### config.mk
export PLATFORM = sky130hd
export DESIGN_NAME = mfm_track_format_generator
export DESIGN_NICKNAME = d
export VERILOG_FILES = /design/src/rtl/mfm_pkg.sv /design/src/rtl/mfm_track_format_generator.sv /design/src/rtl/mfm_front.sv /design/src/rtl/mfm_queue.sv /design/src/rtl/mfm_back.sv
export SDC_FILE = /design/constraint.sdc
export NUM_CORES = 1
export LEC_CHECK = 0
export BUFFER_PORTS_ARGS = -buffer_cell sky130_fd_sc_hd__buf_2
export CELL_PAD_IN_SITES_DETAIL_PLACEMENT = 0
export CELL_PAD_IN_SITES_GLOBAL_PLACEMENT = 1
export CORE_UTILIZATION = 54
export DETAILED_ROUTE_END_ITERATION = 12
export PLACE_DENSITY_LB_ADDON = 0.1
export SLEW_MARGIN = 20
export SYNTH_ARGS = -nofsm -noshare
export SYNTH_HDL_FRONTEND = slang
export SYNTH_HIERARCHICAL = 1
export SYNTH_SLANG_ARGS = --single-unit
### constraint.sdc
create_clock -name clk -period 9.51 [get_ports clk]
set_input_delay 1.4265 -clock clk [delete_from_list [all_inputs] [get_ports clk]]
set_output_delay 1.4265 -clock clk [all_outputs]
set_load 0.005 [all_outputs]
### src/rtl/mfm_pkg.sv
// Shared types, layout constants and helper functions for the MFM track
// format generator. No dependencies.
package mfm_pkg;

    localparam int SECTOR_COUNT_DEFAULT = 9;
    localparam int TABLE_BYTES          = 128;
    localparam int PREAMBLE_END         = TABLE_BYTES + 80 + 12 + 4 + 50;
    localparam int SECTOR_BYTES         = 628;
    localparam int FE_OFFSET            = 15;
    localparam int QUEUE_DEPTH          = 2;

    localparam logic [13:0] TRACK_SIZE_RESET = 14'd6400;

    localparam logic [7:0] BYTE_GAP   = 8'h4E;
    localparam logic [7:0] BYTE_SYNC  = 8'h00;
    localparam logic [7:0] BYTE_A1    = 8'hA1;
    localparam logic [7:0] BYTE_IDAM  = 8'hFE;
    localparam logic [7:0] BYTE_DAM   = 8'hFB;
    localparam logic [7:0] BYTE_C2    = 8'hC2;
    localparam logic [7:0] BYTE_IAM   = 8'hFC;
    localparam logic [7:0] BYTE_SIZE  = 8'h02;

    localparam logic [15:0] CRC_PRESET = 16'hFFFF;
    localparam logic [15:0] CRC_POLY   = 16'h1021;

    // configuration register indexes
    localparam logic [1:0] REG_TRACK  = 2'd0;
    localparam logic [1:0] REG_SIDE   = 2'd1;
    localparam logic [1:0] REG_LENGTH = 2'd2;

    typedef enum logic [1:0] {
        OP_PLAIN,
        OP_FEED,
        OP_CRC_HI,
        OP_CRC_LO
    } op_t;

    typedef struct packed {
        op_t         op;
        logic [7:0]  value;
        logic        preset;
        logic        take;
        logic [13:0] position;
        logic        last;
    } desc_t;

    function automatic logic [15:0] crc_update(input logic [15:0] crc_in,
                                               input logic [7:0] b);
        logic [15:0] c;
        c = crc_in ^ {b, 8'h00};
        for (int i = 0; i < 8; i++) begin
            if (c[15])
                c = {c[14:0], 1'b0} ^ CRC_POLY;
            else
                c = {c[14:0], 1'b0};
        end
        return c;
    endfunction

    // pointer table byte for a given table offset; entry range check is
    // left to the caller
    function automatic logic [7:0] table_byte(input logic [6:0] pos);
        logic [15:0] ptr;
        ptr = 16'(PREAMBLE_END + FE_OFFSET) + 16'(pos[6:1]) * 16'(SECTOR_BYTES);
        ptr = 16'h8000 | (ptr & 16'h3FFF);
        return pos[0] ? ptr[15:8] : ptr[7:0];
    endfunction

    function automatic logic [7:0] preamble_byte(input logic [8:0] r);
        if (r < 9'd80)
            return BYTE_GAP;
        else if (r < 9'd92)
            return BYTE_SYNC;
        else if (r < 9'd95)
            return BYTE_C2;
        else if (r < 9'd96)
            return BYTE_IAM;
        else
            return BYTE_GAP;
    endfunction

endpackage

### src/rtl/mfm_track_format_generator.sv
// MFM track format generator: one input beat in, one track image byte out.
// Sustains one byte per clock while pop keeps up; a pushed beat passes through
// front classification into the two-entry queue, then CRC and the output
// register. Each beat yields exactly one result beat; data_byte is used
// only where takes_data is set. Configuration is a write channel that is
// always ready; write only while the block is idle. No clearing pass.
// Depends on mfm_pkg, mfm_front, mfm_queue, mfm_back.
module mfm_track_format_generator #(
    parameter int SECTOR_COUNT = mfm_pkg::SECTOR_COUNT_DEFAULT
) (
    input  logic        clk,
    input  logic        rst_n,
    input  logic        push,
    output logic        full,
    input  logic [7:0]  data_byte,
    output logic        empty,
    input  logic        pop,
    output logic [7:0]  track_byte,
    output logic [13:0] position,
    output logic        takes_data,
    output logic        last,
    input  logic        cfg_valid,
    output logic        cfg_ready,
    input  logic [1:0]  cfg_index,
    input  logic [13:0] cfg_data
);

    logic [7:0]     track_number_reg;
    logic           side_number_reg;
    logic [13:0]    track_size_reg;
    logic           accept;
    mfm_pkg::desc_t front_desc;
    mfm_pkg::desc_t queue_desc;
    logic           queue_valid;
    logic           queue_pop;

    assign cfg_ready = 1'b1;
    assign accept    = push && !full;

    always_ff @(posedge clk or negedge rst_n)
    begin
        if (!rst_n)
        begin
            track_number_reg <= '0;
            side_number_reg  <= 1'b0;
            track_size_reg   <= mfm_pkg::TRACK_SIZE_RESET;
        end
        else if (cfg_valid && cfg_ready)
        begin
            case (cfg_index)
                mfm_pkg::REG_TRACK:  track_number_reg <= cfg_data[7:0];
                mfm_pkg::REG_SIDE:   side_number_reg  <= cfg_data[0];
                mfm_pkg::REG_LENGTH: track_size_reg   <= cfg_data;
                default:             ;
            endcase
        end
    end

    mfm_front #(
        .SECTOR_COUNT(SECTOR_COUNT)
    ) u_front (
        .clk          (clk),
        .rst_n        (rst_n),
        .accept       (accept),
        .data_byte    (data_byte),
        .track_number (track_number_reg),
        .side_number  (side_number_reg),
        .track_size   (track_size_reg),
        .desc         (front_desc)
    );

    mfm_queue u_queue (
        .clk      (clk),
        .rst_n    (rst_n),
        .wr_en    (accept),
        .wr_data  (front_desc),
        .full     (full),
        .rd_en    (queue_pop),
        .rd_valid (queue_valid),
        .rd_data  (queue_desc)
    );

    mfm_back u_back (
        .clk        (clk),
        .rst_n      (rst_n),
        .desc_valid (queue_valid),
        .desc       (queue_desc),
        .desc_pop   (queue_pop),
        .empty      (empty),
        .pop        (pop),
        .track_byte (track_byte),
        .position   (position),
        .takes_data (takes_data),
        .last       (last)
    );

endmodule

### src/rtl/mfm_front.sv
// Front end: accepts input beats, tracks position, sector and offset, and
// classifies each byte into a descriptor. Depends on mfm_pkg.
module mfm_front #(
    parameter int SECTOR_COUNT = mfm_pkg::SECTOR_COUNT_DEFAULT
) (
    input  logic                clk,
    input  logic                rst_n,
    input  logic                accept,
    input  logic [7:0]          data_byte,
    input  logic [7:0]          track_number,
    input  logic                side_number,
    input  logic [13:0]         track_size,
    output mfm_pkg::desc_t      desc
);

    localparam int SecW = $clog2(SECTOR_COUNT + 1);

    logic [13:0]     pos_reg, pos_next;
    logic [9:0]      off_reg, off_next;
    logic [SecW-1:0] sec_reg, sec_next;
    logic            last;
    logic            in_table, in_preamble;

    assign in_table    = pos_reg < 14'(mfm_pkg::TABLE_BYTES);
    assign in_preamble = pos_reg < 14'(mfm_pkg::PREAMBLE_END);
    assign last = ({1'b0, pos_reg} + 15'd1) >= {1'b0, track_size};

    always_comb begin
        desc          = '0;
        desc.op       = mfm_pkg::OP_PLAIN;
        desc.value    = mfm_pkg::BYTE_GAP;
        desc.position = pos_reg;
        desc.last     = last;
        if (in_table) begin
            if (pos_reg[6:1] < 6'(SECTOR_COUNT))
                desc.value = mfm_pkg::table_byte(pos_reg[6:0]);
            else
                desc.value = 8'h00;
        end else if (in_preamble) begin
            desc.value = mfm_pkg::preamble_byte(9'(pos_reg - 14'(mfm_pkg::TABLE_BYTES)));
        end else if (sec_reg < SecW'(SECTOR_COUNT)) begin
            if (off_reg < 10'd12) begin
                desc.value = mfm_pkg::BYTE_SYNC;
            end else if (off_reg < 10'd20) begin
                desc.op     = mfm_pkg::OP_FEED;
                desc.preset = off_reg == 10'd12;
                if (off_reg < 10'd15)
                    desc.value = mfm_pkg::BYTE_A1;
                else if (off_reg == 10'd15)
                    desc.value = mfm_pkg::BYTE_IDAM;
                else if (off_reg == 10'd16)
                    desc.value = track_number;
                else if (off_reg == 10'd17)
                    desc.value = {7'd0, side_number};
                else if (off_reg == 10'd18)
                    desc.value = 8'(sec_reg) + 8'd1;
                else
                    desc.value = mfm_pkg::BYTE_SIZE;
            end else if (off_reg == 10'd20) begin
                desc.op = mfm_pkg::OP_CRC_HI;
            end else if (off_reg == 10'd21) begin
                desc.op = mfm_pkg::OP_CRC_LO;
            end else if (off_reg < 10'd44) begin
                desc.value = mfm_pkg::BYTE_GAP;
            end else if (off_reg < 10'd56) begin
                desc.value = mfm_pkg::BYTE_SYNC;
            end else if (off_reg < 10'd572) begin
                desc.op     = mfm_pkg::OP_FEED;
                desc.preset = off_reg == 10'd56;
                if (off_reg < 10'd59) begin
                    desc.value = mfm_pkg::BYTE_A1;
                end else if (off_reg == 10'd59) begin
                    desc.value = mfm_pkg::BYTE_DAM;
                end else begin
                    desc.value = data_byte;
                    desc.take  = 1'b1;
                end
            end else if (off_reg == 10'd572) begin
                desc.op = mfm_pkg::OP_CRC_HI;
            end else if (off_reg == 10'd573) begin
                desc.op = mfm_pkg::OP_CRC_LO;
            end
        end
    end

    always_comb begin
        pos_next = pos_reg;
        off_next = off_reg;
        sec_next = sec_reg;
        if (accept) begin
            if (last) begin
                pos_next = '0;
                off_next = '0;
                sec_next = '0;
            end else begin
                pos_next = pos_reg + 14'd1;
                if (!in_preamble) begin
                    if (off_reg == 10'(mfm_pkg::SECTOR_BYTES - 1)) begin
                        off_next = '0;
                        // saturate once past the last sector: rest is fill
                        if (sec_reg != SecW'(SECTOR_COUNT))
                            sec_next = sec_reg + SecW'(1);
                    end else begin
                        off_next = off_reg + 10'd1;
                    end
                end
            end
        end
    end

    always_ff @(posedge clk or negedge rst_n)
    begin
        if (!rst_n)
        begin
            pos_reg <= '0;
            off_reg <= '0;
            sec_reg <= '0;
        end
        else
        begin
            pos_reg <= pos_next;
            off_reg <= off_next;
            sec_reg <= sec_next;
        end
    end

endmodule

### src/rtl/mfm_queue.sv
// Short descriptor queue between front and back end. Depends on mfm_pkg.
module mfm_queue (
    input  logic           clk,
    input  logic           rst_n,
    input  logic           wr_en,
    input  mfm_pkg::desc_t wr_data,
    output logic           full,
    input  logic           rd_en,
    output logic           rd_valid,
    output mfm_pkg::desc_t rd_data
);

    localparam int PtrW = $clog2(mfm_pkg::QUEUE_DEPTH);

    mfm_pkg::desc_t mem [mfm_pkg::QUEUE_DEPTH];

    logic [PtrW-1:0] wr_ptr_reg, wr_ptr_next;
    logic [PtrW-1:0] rd_ptr_reg, rd_ptr_next;
    logic [PtrW:0]   count_reg, count_next;

    assign full     = count_reg == (PtrW+1)'(mfm_pkg::QUEUE_DEPTH);
    assign rd_valid = count_reg != '0;
    assign rd_data  = mem[rd_ptr_reg];

    function automatic logic [PtrW-1:0] bump(input logic [PtrW-1:0] p);
        if (p == PtrW'(mfm_pkg::QUEUE_DEPTH - 1))
            return '0;
        else
            return p + PtrW'(1);
    endfunction

    always_comb begin
        wr_ptr_next = wr_en ? bump(wr_ptr_reg) : wr_ptr_reg;
        rd_ptr_next = rd_en ? bump(rd_ptr_reg) : rd_ptr_reg;
        count_next  = count_reg;
        if (wr_en && !rd_en)
            count_next = count_reg + (PtrW+1)'(1);
        else if (rd_en && !wr_en)
            count_next = count_reg - (PtrW+1)'(1);
    end

    always_ff @(posedge clk)
    begin
        if (wr_en)
            mem[wr_ptr_reg] <= wr_data;
    end

    always_ff @(posedge clk or negedge rst_n)
    begin
        if (!rst_n)
        begin
            wr_ptr_reg <= '0;
            rd_ptr_reg <= '0;
            count_reg  <= '0;
        end
        else
        begin
            wr_ptr_reg <= wr_ptr_next;
            rd_ptr_reg <= rd_ptr_next;
            count_reg  <= count_next;
        end
    end

endmodule

### src/rtl/mfm_back.sv
// Back end: runs the CRC over descriptors in order and holds the result
// beat in an output register. Depends on mfm_pkg.
module mfm_back (
    input  logic           clk,
    input  logic           rst_n,
    input  logic           desc_valid,
    input  mfm_pkg::desc_t desc,
    output logic           desc_pop,
    output logic           empty,
    input  logic           pop,
    output logic [7:0]     track_byte,
    output logic [13:0]    position,
    output logic           takes_data,
    output logic           last
);

    logic [15:0] crc_reg, crc_next;
    logic        valid_reg, valid_next;
    logic [7:0]  byte_reg, byte_next;
    logic [13:0] pos_reg;
    logic        take_reg;
    logic        last_reg;
    logic [15:0] crc_base;

    assign desc_pop = desc_valid && (!valid_reg || pop);
    assign crc_base = desc.preset ? mfm_pkg::CRC_PRESET : crc_reg;

    always_comb begin
        crc_next  = crc_reg;
        byte_next = desc.value;
        case (desc.op)
            mfm_pkg::OP_FEED:   crc_next  = mfm_pkg::crc_update(crc_base, desc.value);
            mfm_pkg::OP_CRC_HI: byte_next = crc_reg[15:8];
            mfm_pkg::OP_CRC_LO: byte_next = crc_reg[7:0];
            default:            byte_next = desc.value;
        endcase
        if (desc.last)
            crc_next = mfm_pkg::CRC_PRESET;

        valid_next = valid_reg;
        if (desc_pop)
            valid_next = 1'b1;
        else if (pop)
            valid_next = 1'b0;
    end

    always_ff @(posedge clk or negedge rst_n)
    begin
        if (!rst_n)
        begin
            crc_reg   <= mfm_pkg::CRC_PRESET;
            valid_reg <= 1'b0;
        end
        else
        begin
            valid_reg <= valid_next;
            if (desc_pop)
                crc_reg <= crc_next;
        end
    end

    always_ff @(posedge clk)
    begin
        if (desc_pop)
        begin
            byte_reg <= byte_next;
            pos_reg  <= desc.position;
            take_reg <= desc.take;
            last_reg <= desc.last;
        end
    end

    assign empty      = !valid_reg;
    assign track_byte = byte_reg;
    assign position   = pos_reg;
    assign takes_data = take_reg;
    assign last       = last_reg;

endmodule
# After elaboration in Yosys (flattened, before gate mapping)
# Memory sizes are Yosys's and may differ from the RTL's.
# Index checks and enable logic that the tools add are counted.
dict set report word_totals {
  reg_bits 96
  mem_bits_rw 54
  in_bits 29
  out_inout_bits 27
  wordCells 180
  mem_count 1
}
# memory words word_bits rd rd_ports_with_merged_regs write_ports line_no
set memory_table {}
lappend memory_table {u_queue.mem 2 27 1 0 1 mfm_queue.sv:15} ;# mfm_pkg::desc_t mem [mfm_pkg::QUEUE_DEPTH];
dict set report classes {
  add_sub_neg 11
  mul 1
  order_cmp 16
  eq_ne 20
  muxes 85
  bitwise_logic 9
  n_reduce_logical 22
}
# op n
set ops {}
lappend ops {{two-way mux 16 bit} 10}
lappend ops {{two-way mux 10 bit} 15}
lappend ops {{two-way mux 8 bit} 18}
lappend ops {{two-way mux 13 bit} 8}
lappend ops {{equality test 10 x 5 -> 1 bit (second input constant)} 5}
lappend ops {{< comparator 9 x 7 -> 1 bit (second input constant)} 4}
lappend ops {{two-way mux 2 bit} 17}
lappend ops {{equality test 10 bit (second input constant)} 3}
lappend ops {{< comparator 10 x 6 -> 1 bit (second input constant)} 3}
lappend ops {{NOT 3 bit} 8}
lappend ops {{equality test 10 x 4 -> 1 bit (second input constant)} 2}
lappend ops {{equality test 10 x 6 -> 1 bit (second input constant)} 2}
lappend ops {{< comparator 10 x 4 -> 1 bit (second input constant)} 2}
lappend ops {{two-way mux 4 bit} 4}
lappend ops {{one-hot mux 8 bit (2 select lines)} 1}
lappend ops {{bitwise XOR 16 bit} 1}
lappend ops {{adder 14 x 1 -> 15 bit (second input constant)} 1}
lappend ops {{greater-or-equal comparator 15 x 14 -> 1 bit} 1}
lappend ops {{adder 14 x 1 -> 14 bit (second input constant)} 1}
lappend ops {{adder 9 x 14 -> 14 bit (first input constant)} 1}
lappend ops {{< comparator 14 x 8 -> 1 bit (second input constant)} 1}
lappend ops {{< comparator 14 x 9 -> 1 bit (second input constant)} 1}
lappend ops {{two-way mux 14 bit} 1}
lappend ops {{multiplier 6 x 8 -> 12 bit (second input constant)} 1}
lappend ops {{other kinds (25)} 53}

# Depth between registers and ports, before layout
# An unclocked memory read counts as a cell.
dict set report logic_depth {
  word_depth 28
  ltp_mapped 14
  depth_no_buf 14
}

# By module
# The synthesis kept the hierarchy.
# mod n_inst cells_each area_each_um2 seq_area_each_um2
set modules_own_cells {}
lappend modules_own_cells {mfm_front 1 495 3960.0 700.7}
lappend modules_own_cells {mfm_queue 1 100 2237.1 1721.7}
lappend modules_own_cells {mfm_back 1 160 1986.9 1166.1}
lappend modules_own_cells {mfm_track_format_generator 1 53 913.4 579.3}

# Worst setup path before layout
# No wires, ideal clock.
dict set report synth_timing {
  kind {flip-flop to flip-flop}
  startpoint {reg u_front.pos_reg[3]}
  endpoint {mem u_queue/mem[0][20] in the netlist's numbering (data pin)}
  setup_ns 0.163
  arrival_time_ns 3.783
  required_time_ns 9.347
  slack_ns 5.564
  stages_incl_launch_ff 14
  path_buffers 0
  period_less_slack_ns 3.946
  cell_sequence {dfrtp_1 > inv_1 > fa_1 > inv_1 > ha_1 > fa_1 > ha_1 > fa_1 > a211oi_1 > nor2_1 > xor2_1 > a311o_1 > a31o_2 > o22ai_1}
}
# item line_no
set synth_lines {}
lappend synth_lines {{start, declared} mfm_front.sv:18} ;# logic [13:0] pos_reg, pos_next;
lappend synth_lines {{start signal, assigned} mfm_front.sv:121} ;# pos_reg <= pos_next;
lappend synth_lines {{end, declared} mfm_queue.sv:15}

==> flow_summary.json <==
{
  "status": "completed",
  "drive_gt1_share_pct": 22.0,
  "antenna_found_initial": 0,
  "rsz0062_at_grt": "false",
  "timing.final.crit_period_ps": 4340,
  "syn_nets": 897,
  "cp_data_required_time_ps": 9760,
  "cpMostUsedCell": "fa_1",
  "cts_tree": "yes",
  "fin_nets": 948,
  "finalInstanceArea_sq_um": 10200,
  "crit_buf_inv": 2,
  "cts_resized": 0,
  "tns_ps": 0,
  "worstReg2RegEnd": "u_queue/mem[0][20]",
  "maxCapViolations": 0,
  "cp_top_family": "adder cells",
  "synth_cell_types": 87,
  "firstDrtPassIters": 5,
  "io_buffers": 54,
  "num_rows": 47,
  "insertion_delay_ps": 430,
  "area_delta_synth_final_pct": 11.6,
  "worst_path_max_delay_cell": "dfrtp_1",
  "diodes": 0,
  "drv_slew": 0,
  "power.density_nw_per_um2": 393,
  "synth.avg_cell_area_sq_um": 11.3,
  "cts_max_path_buffers": 2,
  "startpoint": "u_front/pos_reg[3]",
  "ys_ff_latch": 150,
  "num_vias": 6458,
  "post-cts-setup-buffer-count": 0,
  "grt-ovfl-total": 0,
  "crit_type": "reg -> reg",
  "syn_area_sq_um": 9100,
  "dpl-instance-area_sq_um": 9520,
  "finalSetupViolations": 0,
  "cts_root_buffer": "clkbuf_16",
  "antenna_left": 0,
  "postCtsHoldBufs": 0,
  "die-area_sq_um": 17400,
  "grt_pass1_vias": 6576,
  "crit_end": "u_queue/mem[0][20]",
  "max_freq_ghz": 0.230,
  "grt_max_degree": 73,
  "largest_reg_flops": 54,
  "grt_pass1_wl_um": 34000,
  "synthArstFlopShare_pct": 48.0,
  "drt_iter0_markers": 570,
  "htreeDepth": 4,
  "critPathMaxStageDelay_ps": 570,
  "design.core.area_sq_um": 16500,
  "cp.arrival_ps": 4600,
  "drc": 0,
  "chipHeight_um": 132,
  "peakVddDrop_mv": 0.258,
  "cts.sinks": 150,
  "synth_edf_count": 78,
  "worstSetupPathDepth": 13,
  "die-width_um": 132,
  "avgRoutedWirePerCell_um": 19.1,
  "fin_crit_sh_pct": 45.7,
  "wirelength_um": 20800,
  "p_leak_nw": 4.29,
  "synth_cells": 808,
  "dp_hpwl_um": 14900,
  "synth_largest_area_cell": "edfxtp_1",
  "r2r_start": "u_front/pos_reg[3]",
  "hold_class": "reg -> reg",
  "yosys-top-cells-area": "edfxtp_1 (26%), dfrtp_1 (15%), ha_1 (7.0%), dfstp_2 (5.5%), mux2_2 (4.0%)",
  "numCtsBuffers": 17,
  "viasPerCell": 5.91,
  "grt.total_usage_pct": 25.3,
  "synth.top_cell.area_share_pct": 25.7,
  "yosys_warnings": 6,
  "ys_seq_area_share_pct": 45.8,
  "crit_chain": "inv_1 -> fa_1 -> inv_1 -> ha_1 -> fa_1 -> ha_1 -> fa_1 -> a211oi_1 -> nor2_1 -> xor2_1 -> a311o_1 -> a31o_2 -> o22ai_1",
  "synth_ff_type": "edfxtp_1",
  "r2r_cells": 13,
  "report.final.hold_viol_count": 0,
  "floorplan.initialDensity_pct": 55.1,
  "worstMarginPinSlew_ps": 834,
  "relSlewSlack_pct": 44.4,
  "io_pins": 56,
  "finalClockSkew_ps": 9.74,
  "path_max_fanout": 12,
  "r2r_setup_slack_ps": 5170,
  "start_kind": "register",
  "yosys-top-cells-count": "edfxtp_1 (78), nor2_1 (59), inv_1 (56)",
  "synth.most_common_cell": "edfxtp_1",
  "clkTransAtPathRegs_ps": 60,
  "routabilityCongestion": 0.897,
  "crit_path_end_kind": "register"
}
==> cell type report <==
type                    count  area [sq um]
well taps                 220           275
inverters                  59           221
flip-flops and latches    150          4170
fillers                  1370          6370
clock inverters            14           163
repair buffers             63           358
multi-input cells         568          4530
clock buffers              18           439
==> how the worst min path moves through the flow <==
stage                                 endpoint            startpoint  slack, ps  depth (start not counted)
final                     u_queue/count_reg[1]  u_queue/count_reg[1]        480                          1
after global routing      u_queue/count_reg[1]  u_queue/count_reg[1]        510                          1
after detailed placement  u_queue/count_reg[1]  u_queue/count_reg[1]        470                          1
after floorplan           u_queue/count_reg[1]  u_queue/count_reg[1]        450                          1
after global placement    u_queue/count_reg[1]  u_queue/count_reg[1]        460                          1
after CTS                 u_queue/count_reg[1]  u_queue/count_reg[1]        480                          1
==> routing by layer <==
layer | vias to the layer above | wire length (um) | global-route usage, %
met4 | 0 | 386 | 9.88
met5 | - | 0 | 0
li1 | 3063 | - | -
met2 | 192 | 10200 | 42.6
met1 | 3163 | 9340 | 32.5
met3 | 40 | 892 | 4.46
==> worst register-to-register path, cell delays in order (launching register included) <==
cell      delay, ps
dfrtp_1         570
inv_1           230
fa_1            520
inv_1            50
ha_1            290
fa_1            460
ha_1            250
fa_1            420
a211oi_1        320
nor2_1          100
xor2_1          200
a311o_1         370
a31o_2          230
o22ai_1         170
==> power by group <==
| group | total, W | switching, W | internal [W] | leakage [nW] |
|---|---|---|---|---|
| Sequential | 0.00119 | 0.000162 | 0.00103 | 1.60 |
| Combinational | 0.00211 | 0.00117 | 0.000939 | 2.41 |
| Clock | 0.000689 | 0.000290 | 0.000399 | 0.282 |
==> stage by stage <==
stage	power, W	hold slack, ps	util (%)	cells	setup slack [ps]
4_1_cts	0.00399	478	61.3	1091	5190
5_1_grt	0.00427	508	61.4	1092	4900
6_report	0.00399	477	61.4	1092	5170
3_3_place_gp	0.00321	462	57.6	1059	5290
2_1_floorplan	0.00278	447	-	808	5560
3_5_place_dp	0.00327	468	57.6	1059	5220
==> placed cells by master (no fill, tap or decap), types with 5 or more instances in the layout <==
cell and n:
xnor3_1 7, a31oi_1 15, xnor2_1 25, dfrtp_1 53, o22ai_1 16, mux2_4 19, a21oi_1 43, clkbuf_16 17
mux2i_1 14, inv_1 56, mux2_2 32, and3_1 15, nand4_1 11, dfstp_2 19, xor2_1 20, o21ai_0 18
and2_1 6, ha_1 51, nand2_1 41, nor3_1 17, nor2b_1 7, o21a_1 5, edfxtp_1 78, nand3_1 24
a21o_1 14, nand2b_1 10, buf_4 8, fa_1 9, buf_2 54, o2bb2ai_1 7, nor2_1 58
==> logic make-up (layout without fill, tap and decap cells) <==
family | count (synthesis) | after routing | synth area share (%)
fa+ha+maj | 60 | 60 | 8.99
mux | 65 | 65 | 8.64
simple gates | 223 | 223 | 13.3
buf+inv | 90 | 154 | 4.48
flops | 150 | 150 | 45.8
xor+xnor | 53 | 53 | 6.24
other cells | 1 | 1 | 0.0412
compound gates | 166 | 166 | 12.5
Note: power is estimated with default switching activity, not from simulation.
